<file path="src/hdl/u8val_pkg.sv">
// ----------------------------------------------------------------------------
// u8val_pkg
// Constants shared by the UTF-8 character validator and its checker.
// ----------------------------------------------------------------------------
package u8val_pkg;

    localparam int unsigned APB_ADDR_W = 3;
    localparam int unsigned APB_DATA_W = 32;

    localparam logic [APB_ADDR_W-1:0] REG_ALLOW_ASCII_CONTROLS = 3'h0;

    localparam logic [7:0] BYTE_NUL      = 8'h00;
    localparam logic [7:0] BYTE_TAB      = 8'h09;
    localparam logic [7:0] BYTE_LF       = 8'h0A;
    localparam logic [7:0] BYTE_CR       = 8'h0D;
    localparam logic [7:0] PRINT_LO      = 8'h20;
    localparam logic [7:0] PRINT_HI      = 8'h7E;
    localparam logic [7:0] ASCII_HI      = 8'h7F;
    localparam logic [7:0] LEAD2_LO      = 8'hC2;
    localparam logic [7:0] LEAD2_HI      = 8'hDF;
    localparam logic [7:0] LEAD3_LO      = 8'hE0;
    localparam logic [7:0] LEAD3_HI      = 8'hEF;
    localparam logic [7:0] LEAD4_LO      = 8'hF0;
    localparam logic [7:0] LEAD4_HI      = 8'hF4;
    localparam logic [7:0] LEAD_E0       = 8'hE0;
    localparam logic [7:0] LEAD_ED       = 8'hED;
    localparam logic [7:0] LEAD_F0       = 8'hF0;
    localparam logic [7:0] LEAD_F4       = 8'hF4;
    localparam logic [7:0] CONT_LO       = 8'h80;
    localparam logic [7:0] CONT_HI       = 8'hBF;
    localparam logic [7:0] CONT_E0_LO    = 8'hA0;
    localparam logic [7:0] CONT_ED_HI    = 8'h9F;
    localparam logic [7:0] CONT_F0_LO    = 8'h90;
    localparam logic [7:0] CONT_F4_HI    = 8'h8F;

    localparam logic [2:0] MAX_CHAR_LEN  = 3'd4;

endpackage

</file>
<file path="src/hdl/utf8_char_validator.sv">
// ----------------------------------------------------------------------------
// utf8_char_validator
// Strict UTF-8 character checker that takes one text byte per transaction.
// ----------------------------------------------------------------------------
// Usage:
// Text bytes enter on text_valid/text_byte and are accepted at a rising edge
// where text_valid is high and text_stall is low. One result transaction,
// char_ok and char_len, leaves on char_valid/char_stall when a character
// completes, when an error is found, or when a NUL byte arrives while idle.
// Bytes inside a multi-byte character produce no result.
// A byte is held in an input register, checked by the decode logic and the
// result is captured in an output register when the byte leaves the input
// register; that byte can wait there while the output register is stalled.
// One byte is accepted every cycle while the receiver takes results; the
// output register separates the two sides.
// When the receiver stalls, the result is held and the pending byte waits in
// the input register; text_stall rises only when that byte would produce a
// result and the output register is still occupied.
// Reset empties both registers, returns the checker to idle and clears
// allow_ascii_controls. That register sits at byte address 0 of the APB port.
// ----------------------------------------------------------------------------
module utf8_char_validator
(
    input  logic                                clk,
    input  logic                                rst_n,
    input  logic                                text_valid,
    output logic                                text_stall,
    input  logic [7:0]                          text_byte,
    output logic                                char_valid,
    input  logic                                char_stall,
    output logic                                char_ok,
    output logic [2:0]                          char_len,
    input  logic                                psel,
    input  logic                                penable,
    input  logic                                pwrite,
    input  logic [u8val_pkg::APB_ADDR_W-1:0]    paddr,
    input  logic [u8val_pkg::APB_DATA_W-1:0]    pwdata,
    output logic [u8val_pkg::APB_DATA_W-1:0]    prdata,
    output logic                                pready
);
    import u8val_pkg::*;

    logic       allow_ctrl_reg;
    logic       byte_valid_reg;
    logic       byte_valid_next;
    logic [7:0] byte_reg;
    logic [1:0] need_reg;
    logic [1:0] need_next;
    logic [2:0] taken_reg;
    logic [2:0] taken_next;
    logic [7:0] lead_reg;
    logic [7:0] lead_next;
    logic       res_valid_reg;
    logic       res_valid_next;
    logic       res_ok_reg;
    logic [2:0] res_len_reg;

    logic       produce;
    logic       res_ok;
    logic [2:0] res_len;
    logic       advance;
    logic       res_free;
    logic       text_accept;
    logic       ascii_ok;
    logic       cont_ok;
    logic [7:0] cont_lo;
    logic [7:0] cont_hi;
    logic [2:0] taken_inc;

    assign pready = 1'b1;
    assign prdata = {{(APB_DATA_W-1){1'b0}}, allow_ctrl_reg};

    always_ff @(posedge clk or negedge rst_n)
    begin
        if (!rst_n)
        begin
            allow_ctrl_reg <= 1'b0;
        end
        else if (psel && penable && pwrite && pready &&
                 (paddr[APB_ADDR_W-1:2] == REG_ALLOW_ASCII_CONTROLS[APB_ADDR_W-1:2]))
        begin
            allow_ctrl_reg <= pwdata[0];
        end
    end

    assign ascii_ok = allow_ctrl_reg ||
                      (byte_reg == BYTE_TAB) || (byte_reg == BYTE_LF) ||
                      (byte_reg == BYTE_CR) ||
                      ((byte_reg >= PRINT_LO) && (byte_reg <= PRINT_HI));

    always_comb
    begin
        cont_lo = CONT_LO;
        cont_hi = CONT_HI;
        if (taken_reg == 3'd1)
        begin
            unique case (lead_reg)
                LEAD_E0: cont_lo = CONT_E0_LO;
                LEAD_ED: cont_hi = CONT_ED_HI;
                LEAD_F0: cont_lo = CONT_F0_LO;
                LEAD_F4: cont_hi = CONT_F4_HI;
                default: ;
            endcase
        end
    end

    assign cont_ok   = (byte_reg >= cont_lo) && (byte_reg <= cont_hi);
    assign taken_inc = taken_reg + 3'd1;

    always_comb
    begin
        produce    = 1'b0;
        res_ok     = 1'b0;
        res_len    = 3'd0;
        need_next  = 2'd0;
        taken_next = 3'd0;
        lead_next  = 8'h00;
        if (need_reg == 2'd0)
        begin
            if (byte_reg == BYTE_NUL)
            begin
                produce = 1'b1;
            end
            else if (byte_reg <= ASCII_HI)
            begin
                produce = 1'b1;
                res_ok  = ascii_ok;
                res_len = 3'd1;
            end
            else if ((byte_reg >= LEAD2_LO) && (byte_reg <= LEAD2_HI))
            begin
                need_next  = 2'd1;
                taken_next = 3'd1;
                lead_next  = byte_reg;
            end
            else if ((byte_reg >= LEAD3_LO) && (byte_reg <= LEAD3_HI))
            begin
                need_next  = 2'd2;
                taken_next = 3'd1;
                lead_next  = byte_reg;
            end
            else if ((byte_reg >= LEAD4_LO) && (byte_reg <= LEAD4_HI))
            begin
                need_next  = 2'd3;
                taken_next = 3'd1;
                lead_next  = byte_reg;
            end
            else
            begin
                produce = 1'b1;
                res_len = 3'd1;
            end
        end
        else if (byte_reg == BYTE_NUL)
        begin
            produce = 1'b1;
            res_len = taken_reg;
        end
        else if (!cont_ok)
        begin
            produce = 1'b1;
            res_len = taken_inc;
        end
        else if (need_reg == 2'd1)
        begin
            produce = 1'b1;
            res_ok  = 1'b1;
            res_len = taken_inc;
        end
        else
        begin
            need_next  = need_reg - 2'd1;
            taken_next = taken_inc;
            lead_next  = lead_reg;
        end
    end

    assign res_free    = !res_valid_reg || !char_stall;
    assign advance     = byte_valid_reg && (!produce || res_free);
    assign text_stall  = byte_valid_reg && !advance;
    assign text_accept = text_valid && !text_stall;

    always_comb
    begin
        byte_valid_next = byte_valid_reg;
        if (text_accept)
        begin
            byte_valid_next = 1'b1;
        end
        else if (advance)
        begin
            byte_valid_next = 1'b0;
        end
    end

    always_comb
    begin
        res_valid_next = res_valid_reg;
        if (advance && produce)
        begin
            res_valid_next = 1'b1;
        end
        else if (!char_stall)
        begin
            res_valid_next = 1'b0;
        end
    end

    always_ff @(posedge clk or negedge rst_n)
    begin
        if (!rst_n)
        begin
            byte_valid_reg <= 1'b0;
            res_valid_reg  <= 1'b0;
            need_reg       <= 2'd0;
            taken_reg      <= 3'd0;
            lead_reg       <= 8'h00;
        end
        else
        begin
            byte_valid_reg <= byte_valid_next;
            res_valid_reg  <= res_valid_next;
            if (advance)
            begin
                need_reg  <= need_next;
                taken_reg <= taken_next;
                lead_reg  <= lead_next;
            end
        end
    end

    always_ff @(posedge clk)
    begin
        if (text_accept)
        begin
            byte_reg <= text_byte;
        end
        if (advance && produce)
        begin
            res_ok_reg  <= res_ok;
            res_len_reg <= res_len;
        end
    end

    assign char_valid = res_valid_reg;
    assign char_ok    = res_ok_reg;
    assign char_len   = res_len_reg;

endmodule

</file>
<file path="config.mk">
export PLATFORM = sky130hd
export DESIGN_NAME = utf8_char_validator
export DESIGN_NICKNAME = d
export VERILOG_FILES = /design/src/hdl/u8val_pkg.sv /design/src/hdl/utf8_char_validator.sv
export SDC_FILE = /design/constraint.sdc
export NUM_CORES = 1
export LEC_CHECK = 0
export BUFFER_PORTS_ARGS = -buffer_cell sky130_fd_sc_hd__buf_2
export CAP_MARGIN = 30
export CORE_UTILIZATION = 30
export DETAILED_ROUTE_END_ITERATION = 6
export PLACE_DENSITY_LB_ADDON = 0.15
export SYNTH_ARGS = -nofsm -noshare
export SYNTH_HDL_FRONTEND = slang
export SYNTH_SLANG_ARGS = --single-unit
</file>
<file path="constraint.sdc">
create_clock -name clk -period 4 [get_ports clk]
set_input_delay 0.2 -clock clk [delete_from_list [all_inputs] [get_ports clk]]
set_output_delay 0.2 -clock clk [all_outputs]
set_load 0.005 [all_outputs]
</file>
Word-level counts from Yosys, hierarchy flattened
Cells that the tools add are included.
- output and inout bits: 39
- latch bits: 0
- logic and storage cells: 119
- memories kept: 0
- bits in registers: 28
- RAM bits: 0
- bits in read-only memories: 0
- reductions and logical operators: 27
- mux-type cells: 58
- bitwise operators: 1
- div/mod/pow operators: 0
- add/subtract/negate cells: 2
- shift operators: 0
- magnitude comparators: 11
- $mul: 0
- eq/ne operators: 11
- operators with widths (kind ; count):
    two-way mux 8 bit ; 11
    equality test 8 bit (second input constant) ; 4
    two-way mux 1 bit ; 28
    equality test 8 x 4 -> 1 bit (second input constant) ; 3
    greater-or-equal comparator 8 bit (second input constant) ; 3
    less-or-equal comparator 8 bit (second input constant) ; 3
    two-way mux 3 bit ; 8
    one-hot mux 6 bit (2 select lines) ; 2
    two-way mux 2 bit ; 9
    less-or-equal comparator 8 x 7 -> 1 bit (second input constant) ; 2
    logical AND 1 bit ; 12
    greater-or-equal comparator 8 x 6 -> 1 bit (second input constant) ; 1
    greater-or-equal comparator 8 bit ; 1
    less-or-equal comparator 8 bit ; 1
    zero test 8 bit ; 1
    logical OR 1 bit ; 6
    zero test 1 bit ; 5
    != test 4 x 1 -> 1 bit (second input constant) ; 1
    adder 3 x 1 -> 3 bit (second input constant) ; 1
    equality test 3 x 1 -> 1 bit (second input constant) ; 1
    equality test 2 x 1 -> 1 bit (second input constant) ; 1
    zero test 2 bit ; 1
    != test 2 x 1 -> 1 bit (second input constant) ; 1
    AND reduction 2 bit ; 1
    other kinds (3) ; 3

Depth between registers and ports, before layout
Gate-level depths: netlist of the first run.
- depth after elaboration: 16
- depth in mapped cells: 10

Worst setup path after synthesis of the first run
Ideal clock, no wire load.
- path kind: register to register
- start: reg taken_reg[2]
- end: reg byte_reg[0] (enable)
- path slack: 1254 ps
- cell stages (with the launch flop): 10
- buffers on the path: 0
- data arrival time: 2368 ps
- path through: dfrtp_1 > and4b_1 > nand3_1 > nor4_1 > nand2_1 > ha_1 > and4b_4 > o311a_4 > nand2_1 > a31oi_1
- longest elaborated chain between the ends: 14
- elaborated cells on any way between the ends: 16
- classes of those cells: order compare: 2; eq/ne: 1; mux: 5; reduce/logical: 8
- RTL lines (element ; RTL line ; source):
    start: declaration ; utf8_char_validator.sv:49 ; logic [2:0] taken_reg;
    start signal: assignment ; utf8_char_validator.sv:226 ; taken_reg <= taken_next;
    equality test 3 x 1 -> 1 bit * ; utf8_char_validator.sv:95 ; if (taken_reg == 3'd1)
    two-way mux 8 bit ; utf8_char_validator.sv:95 ;
    greater-or-equal comparator 8 bit or less-or-equal comparator 8 bit (tied branches) ; utf8_char_validator.sv:107 ; assign cont_ok = (byte_reg >= cont_lo) && (byte_reg <= cont_hi);
    logical AND 1 bit * ; utf8_char_validator.sv:107 ;
    two-way mux 1 bit * ; utf8_char_validator.sv:159 ; else if (!cont_ok)
    two-way mux 1 bit * ; utf8_char_validator.sv:154 ; else if (byte_reg == BYTE_NUL)
    two-way mux 1 bit * ; utf8_char_validator.sv:118 ; if (need_reg == 2'd0)
    zero test 1 bit * ; utf8_char_validator.sv:179 ; assign advance = byte_valid_reg && (!produce || res_free);
    logical OR 1 bit * ; utf8_char_validator.sv:179 ;
    logical AND 1 bit * ; utf8_char_validator.sv:179 ;
    zero test 1 bit * ; utf8_char_validator.sv:180 ; assign text_stall = byte_valid_reg && !advance;
    logical AND 1 bit * ; utf8_char_validator.sv:180 ;
    zero test 1 bit * ; utf8_char_validator.sv:181 ; assign text_accept = text_valid && !text_stall;
    logical AND 1 bit * ; utf8_char_validator.sv:181 ;
    end signal: assignment ; utf8_char_validator.sv:236 ; byte_reg <= text_byte;
    end: declaration ; utf8_char_validator.sv:46 ; logic [7:0] byte_reg;
Mark *: on every way between the ends. The rest lies on a longest branch, timed or not.
A chain may end at the register's enable or synchronous reset.

Worst setup path in the final report of the first run
- start: reg taken_reg[2]
- end: reg res_ok_reg, in the netlist char_ok (enable)
- longest elaborated chain between the ends: 11
- elaborated cells on any way between the ends: 13
- classes of those cells: order compare: 2; eq/ne: 1; mux: 5; reduce/logical: 5
- RTL lines (element ; RTL line ; source):
    equality test 3 x 1 -> 1 bit * ; utf8_char_validator.sv:95 ;
    two-way mux 8 bit ; utf8_char_validator.sv:95 ;
    greater-or-equal comparator 8 bit or less-or-equal comparator 8 bit (tied branches) ; utf8_char_validator.sv:107 ;
    logical AND 1 bit * ; utf8_char_validator.sv:107 ;
    two-way mux 1 bit * ; utf8_char_validator.sv:159 ;
    two-way mux 1 bit * ; utf8_char_validator.sv:154 ;
    two-way mux 1 bit * ; utf8_char_validator.sv:118 ;
    zero test 1 bit ; utf8_char_validator.sv:179 ;
    logical OR 1 bit ; utf8_char_validator.sv:179 ;
    logical AND 1 bit ; utf8_char_validator.sv:179 ;
    logical AND 1 bit * ; utf8_char_validator.sv:238 ; if (advance && produce)
    end signal: assignment ; utf8_char_validator.sv:240 ; res_ok_reg <= res_ok;
    end: declaration ; utf8_char_validator.sv:55 ; logic res_ok_reg;
Marks and branches as above.

==> results.json, run 1 <==
{
  "drive_gt1_share_pct": 19.0,
  "powerDensity_mw_per_mm2": 450,
  "track_usage_pct": 12.1,
  "rows": 28,
  "finalSetupViolations": 0,
  "maxCapViolCount": 0,
  "reg2regPathDepth": 9,
  "die_h_um": 81.4,
  "synthTopCellsByArea": "dfrtp_1 21%, edfxtp_1 19%, buf_4 14%, ha_1 5.3%, nand2_1 2.8%",
  "fin_crit_ns": 3.27,
  "vdd_drop_max_uv": 247,
  "routedWlPerCell_um": 12.6,
  "synthArstFlopShare_pct": 57.1,
  "port_buffers": 23,
  "dieArea_mm2": 0.00663,
  "worst_r2r_endpoint": "char_ok$_DFFE_PP_",
  "syn_avg_cell_area_um2": 10.1,
  "synth.distinct_cells": 51,
  "die_w_um": 81.4,
  "fmax_mhz": 306,
  "r2r-start": "taken_reg[2]$_DFFE_PN0P_",
  "cp.required_ns": 3.95,
  "end_kind": "register",
  "cts_buffer_depth": 2,
  "vias": 1283,
  "num_antenna_cells": 0,
  "arrival_ns": 3.22,
  "crit_path_max_incr_delay_ns": 0.54,
  "synth-edff-count": 12,
  "syn-cell-area_mm2": 0.00189,
  "holdPathEnd": "byte_reg[5]$_DFFE_PP_",
  "via_per_inst": 4.50,
  "grt_max_degree": 17,
  "synth_top_area_share_pct": 21.2,
  "criticalPathCategory": "reg -> reg",
  "p_sw_mw": 0.298,
  "p_clk_share_pct": 24.6,
  "antenna_found_initial": 0,
  "slew_headroom_pct": 60.4,
  "route.detailed.drc": 0,
  "start_util_pct": 31.6,
  "min_from": "text_byte[5]",
  "htree_levels": 1,
  "synth_top_area_cell": "dfrtp_1",
  "yosysWarningCount": 0,
  "hold_path_depth": 1,
  "path_clk_slew_ns": 0.10,
  "root_buffer": "clkbuf_8",
  "pwr-share-comb_pct": 30.3,
  "p_total_mw": 0.915,
  "cts-buffers-inserted": 3,
  "tns_ns": 0,
  "crit_buf_inv": 0,
  "crit_chain": "and4b_1 -> nand3_1 -> nor4_1 -> and2_1 -> ha_1 -> and4b_4 -> o311ai_1 -> o211ai_1 -> nor2_1",
  "synth_ff_type": "dfrtp_1",
  "fillerInstances": 625,
  "clk_latency_ns": 0.28,
  "grt_overflow_total": 0,
  "yosysSeqAreaShare_pct": 40.2,
  "crit_fanout": 5,
  "critPathLaunchType": "register",
  "final_common_cell": "conb_1",
  "hold_class": "in -> reg",
  "cts_resized": 0,
  "ys_ff_latch": 28,
  "pin_count": 89,
  "r2r_setup_slack_ns": 0.73,
  "finalHoldViolations": 0,
  "internal_power_mw": 0.617,
  "slowest_stage": "o311ai_1",
  "seq_power_share_pct": 45.1,
  "cts_tree": "built",
  "finClkSkew_ns": 0.00571,
  "drt_iter0_markers": 36,
  "grt_pass1_vias": 1173,
  "layout.nets": 269,
  "first_pass_iters": 4,
  "synthCells": 187,
  "cts.sinks": 28,
  "mostFrequentLayoutCells": "32 x conb_1, 23 x buf_2, 16 x dfrtp_1, 14 x nand2_1, 13 x inv_1",
  "final.period_utilization_pct": 81.8,
  "wirelength_um": 3590,
  "leakagePower_nw": 0.927,
  "maxSlewViolCount": 0,
  "status": "completed",
  "syn_to_final_growth_pct": 7.53,
  "fin_hold_ws_ns": 0.0923,
  "rsz0062_at_grt": "no",
  "cpLargestDelayFamily": "simple AND/OR/NAND/NOR gates",
  "gp_congestion": 0.742,
  "hpwl_um": 2790,
  "grt_pass1_wl_um": 5980,
  "tightestPinTransition_ns": 0.584,
  "ant_nets": 0,
  "p_sw_share_pct": 32.6,
  "core_mm2": 0.00599
}
## worst max-delay path by stage
stage                                        start               endpoint  slack [ns]  depth (start not counted)
after floorplan           taken_reg[2]$_DFFE_PN0P_  byte_reg[0]$_DFFE_PP_        1.25                          9
after global placement    taken_reg[2]$_DFFE_PN0P_      char_ok$_DFFE_PP_        0.68                          9
after detailed placement  taken_reg[2]$_DFFE_PN0P_      char_ok$_DFFE_PP_        0.72                          9
after CTS                 taken_reg[2]$_DFFE_PN0P_      char_ok$_DFFE_PP_        0.69                          9
after global routing      taken_reg[0]$_DFFE_PN0P_  char_len[0]$_DFFE_PP_        0.51                          9
final                     taken_reg[2]$_DFFE_PN0P_      char_ok$_DFFE_PP_        0.73                          9
## power by group through the flow
stage               logic (mW)  clock network, mW  registers [mW]
floorplan                0.232                  0           0.405
global placement         0.281                  0           0.419
detailed placement       0.277                  0           0.420
CTS                      0.280              0.234           0.413
global route             0.316              0.245           0.423
finish                   0.277              0.225           0.413
## worst reg2reg max path, stage by stage, from the launching register on
cell	delay, ns
dfrtp_1	0.45
and4b_1	0.26
nand3_1	0.14
nor4_1	0.28
and2_1	0.18
ha_1	0.22
and4b_4	0.21
o311ai_1	0.54
o211ai_1	0.27
nor2_1	0.38
## Yosys cell counts (3+ instances only)
cell type  instances
buf_4             35
dfrtp_1           16
nand2_1           14
inv_1             13
edfxtp_1          12
a21oi_1            8
ha_1               8
nor2_1             7
and3_1             5
mux2i_1            5
nor2b_1            4
o2bb2ai_1          4
nand3_1            3
nor3_1             3
o21ai_0            3
or3_1              3
## cells by family after synthesis
logic type / after synthesis / share of synthesized area [%]
AOI/OAI and AO/OA: 38 / 16.4
adders and majority gates: 8 / 5.29
buffers and inverters: 49 / 16.7
DFF: 28 / 40.2
muxes: 9 / 5.42
other: 2 / 0.397
and+or+nand+nor: 53 / 15.6
## stage by stage
stage          instances  instance area (um2)  utilization (%)  setup WS, ns
2_1_floorplan        217                 2010                -          1.25
3_3_place_gp         280                 1950             32.6         0.685
3_5_place_dp         280                 1950             32.6         0.725
4_1_cts              285                 2040             34.0         0.694
5_1_grt              285                 2040             34.0         0.513
6_report             285                 2040             34.0         0.729
## area by class of cell
class	count	area [um2]	share of cell area (%)
well taps	75	93.8	4.61
clock inverters	1	30.0	1.48
repair buffers	25	133	6.52
clock buffers	3	41.3	2.03
inverters	13	48.8	2.40
multi-input cells	140	928	45.6
flip-flops and latches	28	761	37.4
## timing repair
item                      4_1_cts  5_1_grt
hold endpoints to repair       16        0
hold buffers                    1        0
buffers inserted                0        0
## metal layers
layer / share of wire, % / up-vias / GRT usage [%]
li1: - / 654 / -
met1: 51 / 588 / 17.6
met2: 44 / 39 / 17.9
met3: 3.9 / 2 / 2.67
met4: 0.97 / 0 / 3.21
met5: 0 / - / 0
No activity file was read; power rests on OpenSTA's default activity.
==> inputs of run 2 (changes only) <==
==> constraint.sdc (replaced) <==
create_clock -name clk -period 3.3 [get_ports clk]
set_input_delay 0.165 -clock clk [delete_from_list [all_inputs] [get_ports clk]]
set_output_delay 0.165 -clock clk [all_outputs]
set_load 0.005 [all_outputs]
==> results.json, run 2 (synthesis results as in run 1) <==
{
  "min_from": "text_byte[0]",
  "post_cts_buffers": 0,
  "syn_to_final_growth_pct": 10.6,
  "die_w_um": 81.4,
  "cts_tree": "built",
  "cp.required_ns": 3.13,
  "path_clk_slew_ns": 0.11,
  "worst_r2r_endpoint": "lead_reg[0]$_DFFE_PN0P_",
  "die_h_um": 81.4,
  "hold_path_depth": 1,
  "cpLargestDelayFamily": "simple AND/OR/NAND/NOR gates",
  "leakagePower_nw": 0.961,
  "num_antenna_cells": 0,
  "worst_slack_ns": 0.360,
  "end_kind": "output port",
  "crit_buf_inv": 1,
  "r2r_setup_slack_ns": 0.38,
  "layout.nets": 276,
  "vdd_drop_max_uv": 208,
  "criticalPathCategory": "reg -> out",
  "root_buffer": "clkbuf_8",
  "r2r-start": "taken_reg[2]$_DFFE_PN0P_",
  "clk_latency_ns": 0.28,
  "ant_nets": 0,
  "first_pass_iters": 4,
  "vias": 1350,
  "drive_gt1_share_pct": 22.1,
  "grt_overflow_total": 0,
  "rows": 28,
  "routedWlPerCell_um": 12.9,
  "crit_chain": "and4b_1 -> nand3_1 -> nor4_2 -> and2_1 -> ha_1 -> and4b_4 -> o311a_4 -> nand2_1 -> and3_1 -> buf_2",
  "pin_count": 89,
  "port_buffers": 23,
  "status": "completed",
  "fin_crit_ns": 2.94,
  "place_inst": 287,
  "slowest_stage": "dfrtp_1",
  "route.detailed.drc": 0,
  "htree_levels": 1,
  "crit_fanout": 5,
  "cts.sinks": 28,
  "grt_pass1_wl_um": 6280,
  "antenna_found_initial": 0,
  "reg2regPathDepth": 10,
  "fin_cells": 292,
  "tns_ns": 0,
  "core_mm2": 0.00599,
  "drt_iter0_markers": 102,
  "powerDensity_mw_per_mm2": 549,
  "cts-buffers-inserted": 3,
  "final_common_cell": "conb_1",
  "holdPathEnd": "byte_reg[0]$_DFFE_PP_",
  "dieArea_mm2": 0.00663,
  "rsz0062_at_grt": "no",
  "wirelength_um": 3750,
  "hpwl_um": 2890,
  "finalHoldViolations": 0,
  "pre_cts_ws_ns": 0.297,
  "grt_pass1_vias": 1208,
  "arrival_ns": 2.78,
  "critPathLaunchType": "register",
  "hold_class": "in -> reg",
  "fmax_mhz": 340,
  "maxCapViolCount": 0,
  "final.period_utilization_pct": 89.1,
  "grt_max_degree": 17,
  "start_util_pct": 31.6,
  "track_usage_pct": 12.5,
  "finalSetupViolations": 0,
  "cts_buffer_depth": 2,
  "via_per_inst": 4.62,
  "mostFrequentLayoutCells": "32 x conb_1, 23 x buf_2, 16 x dfrtp_1, 14 x nand2_1, 13 x inv_1",
  "gp_congestion": 0.729,
  "finClkSkew_ns": 0.00430,
  "maxSlewViolCount": 0,
  "crit_path_max_incr_delay_ns": 0.45
}
## run 2: worst reg2reg max path, stage by stage, from the launching register on
cell      delay [ns]
dfrtp_1         0.45
and4b_1         0.26
nand3_1         0.16
nor4_2          0.21
and2_1          0.17
ha_1            0.22
and4b_4         0.21
o311a_4         0.39
a211oi_4        0.40
buf_4           0.22
mux2i_1         0.18
## run 2: worst max-delay path by stage
stage,startpoint,endpoint,slack [ns],cells after the start
2_1_floorplan,taken_reg[2]$_DFFE_PN0P_,byte_reg[0]$_DFFE_PP_,0.55,9
3_3_place_gp,taken_reg[2]$_DFFE_PN0P_,lead_reg[0]$_DFFE_PN0P_,0.31,10
3_5_place_dp,taken_reg[2]$_DFFE_PN0P_,lead_reg[0]$_DFFE_PN0P_,0.30,10
4_1_cts,taken_reg[2]$_DFFE_PN0P_,text_stall,0.24,10
5_1_grt,taken_reg[2]$_DFFE_PN0P_,text_stall,0.08,10
6_report,taken_reg[2]$_DFFE_PN0P_,text_stall,0.36,10
## run 2: area by class of cell
| class | instances | area (um2) |
|---|---|---|
| Clock inverter | 1 | 30.0 |
| Timing Repair Buffer | 32 | 185 |
| Tap cell | 75 | 93.8 |
| Sequential cell | 28 | 761 |
| Clock buffer | 3 | 41.3 |
| Multi-Input combinational cell | 140 | 935 |
| Fill cell | 618 | 3900 |
| Inverter | 13 | 48.8 |
## run 2: timing repair
action	CTS	global route
gates resized for setup	0	1
endpoints found under the hold margin	16	0
endpoints found under the setup margin	0	1
hold buffers	1	0
## run 2: where the power goes
group          switching, mW  internal (mW)  leakage (nW)  total [mW]
sequential            0.0520          0.439         0.327       0.491
clock                  0.118          0.163        0.0357       0.281
combinational          0.205          0.173         0.598       0.378
## run 2: per-stage QoR
step | total power [mW] | hold slack [ns] | util (%) | cell area, um2
after floorplan | 0.773 | -0.131 | - | 2010
after global placement | 0.881 | 0.126 | 33.5 | 2010
after detailed placement | 0.876 | 0.125 | 33.5 | 2010
after CTS | 1.17 | 0.0385 | 34.9 | 2090
after global routing | 1.24 | 0.0286 | 35.0 | 2090
final | 1.15 | 0.0476 | 35.0 | 2090
## run 2: per-layer routing
metal  part of all wire, %  track usage (%)  up-vias  wire [um]
met3                   4.3             1.67        4        160
li1                      -                -      665          -
met1                    49             17.8      638       1830
met5                     0                0        -          0
met2                    46             19.9       43       1730
met4                   1.0             3.21        0         39
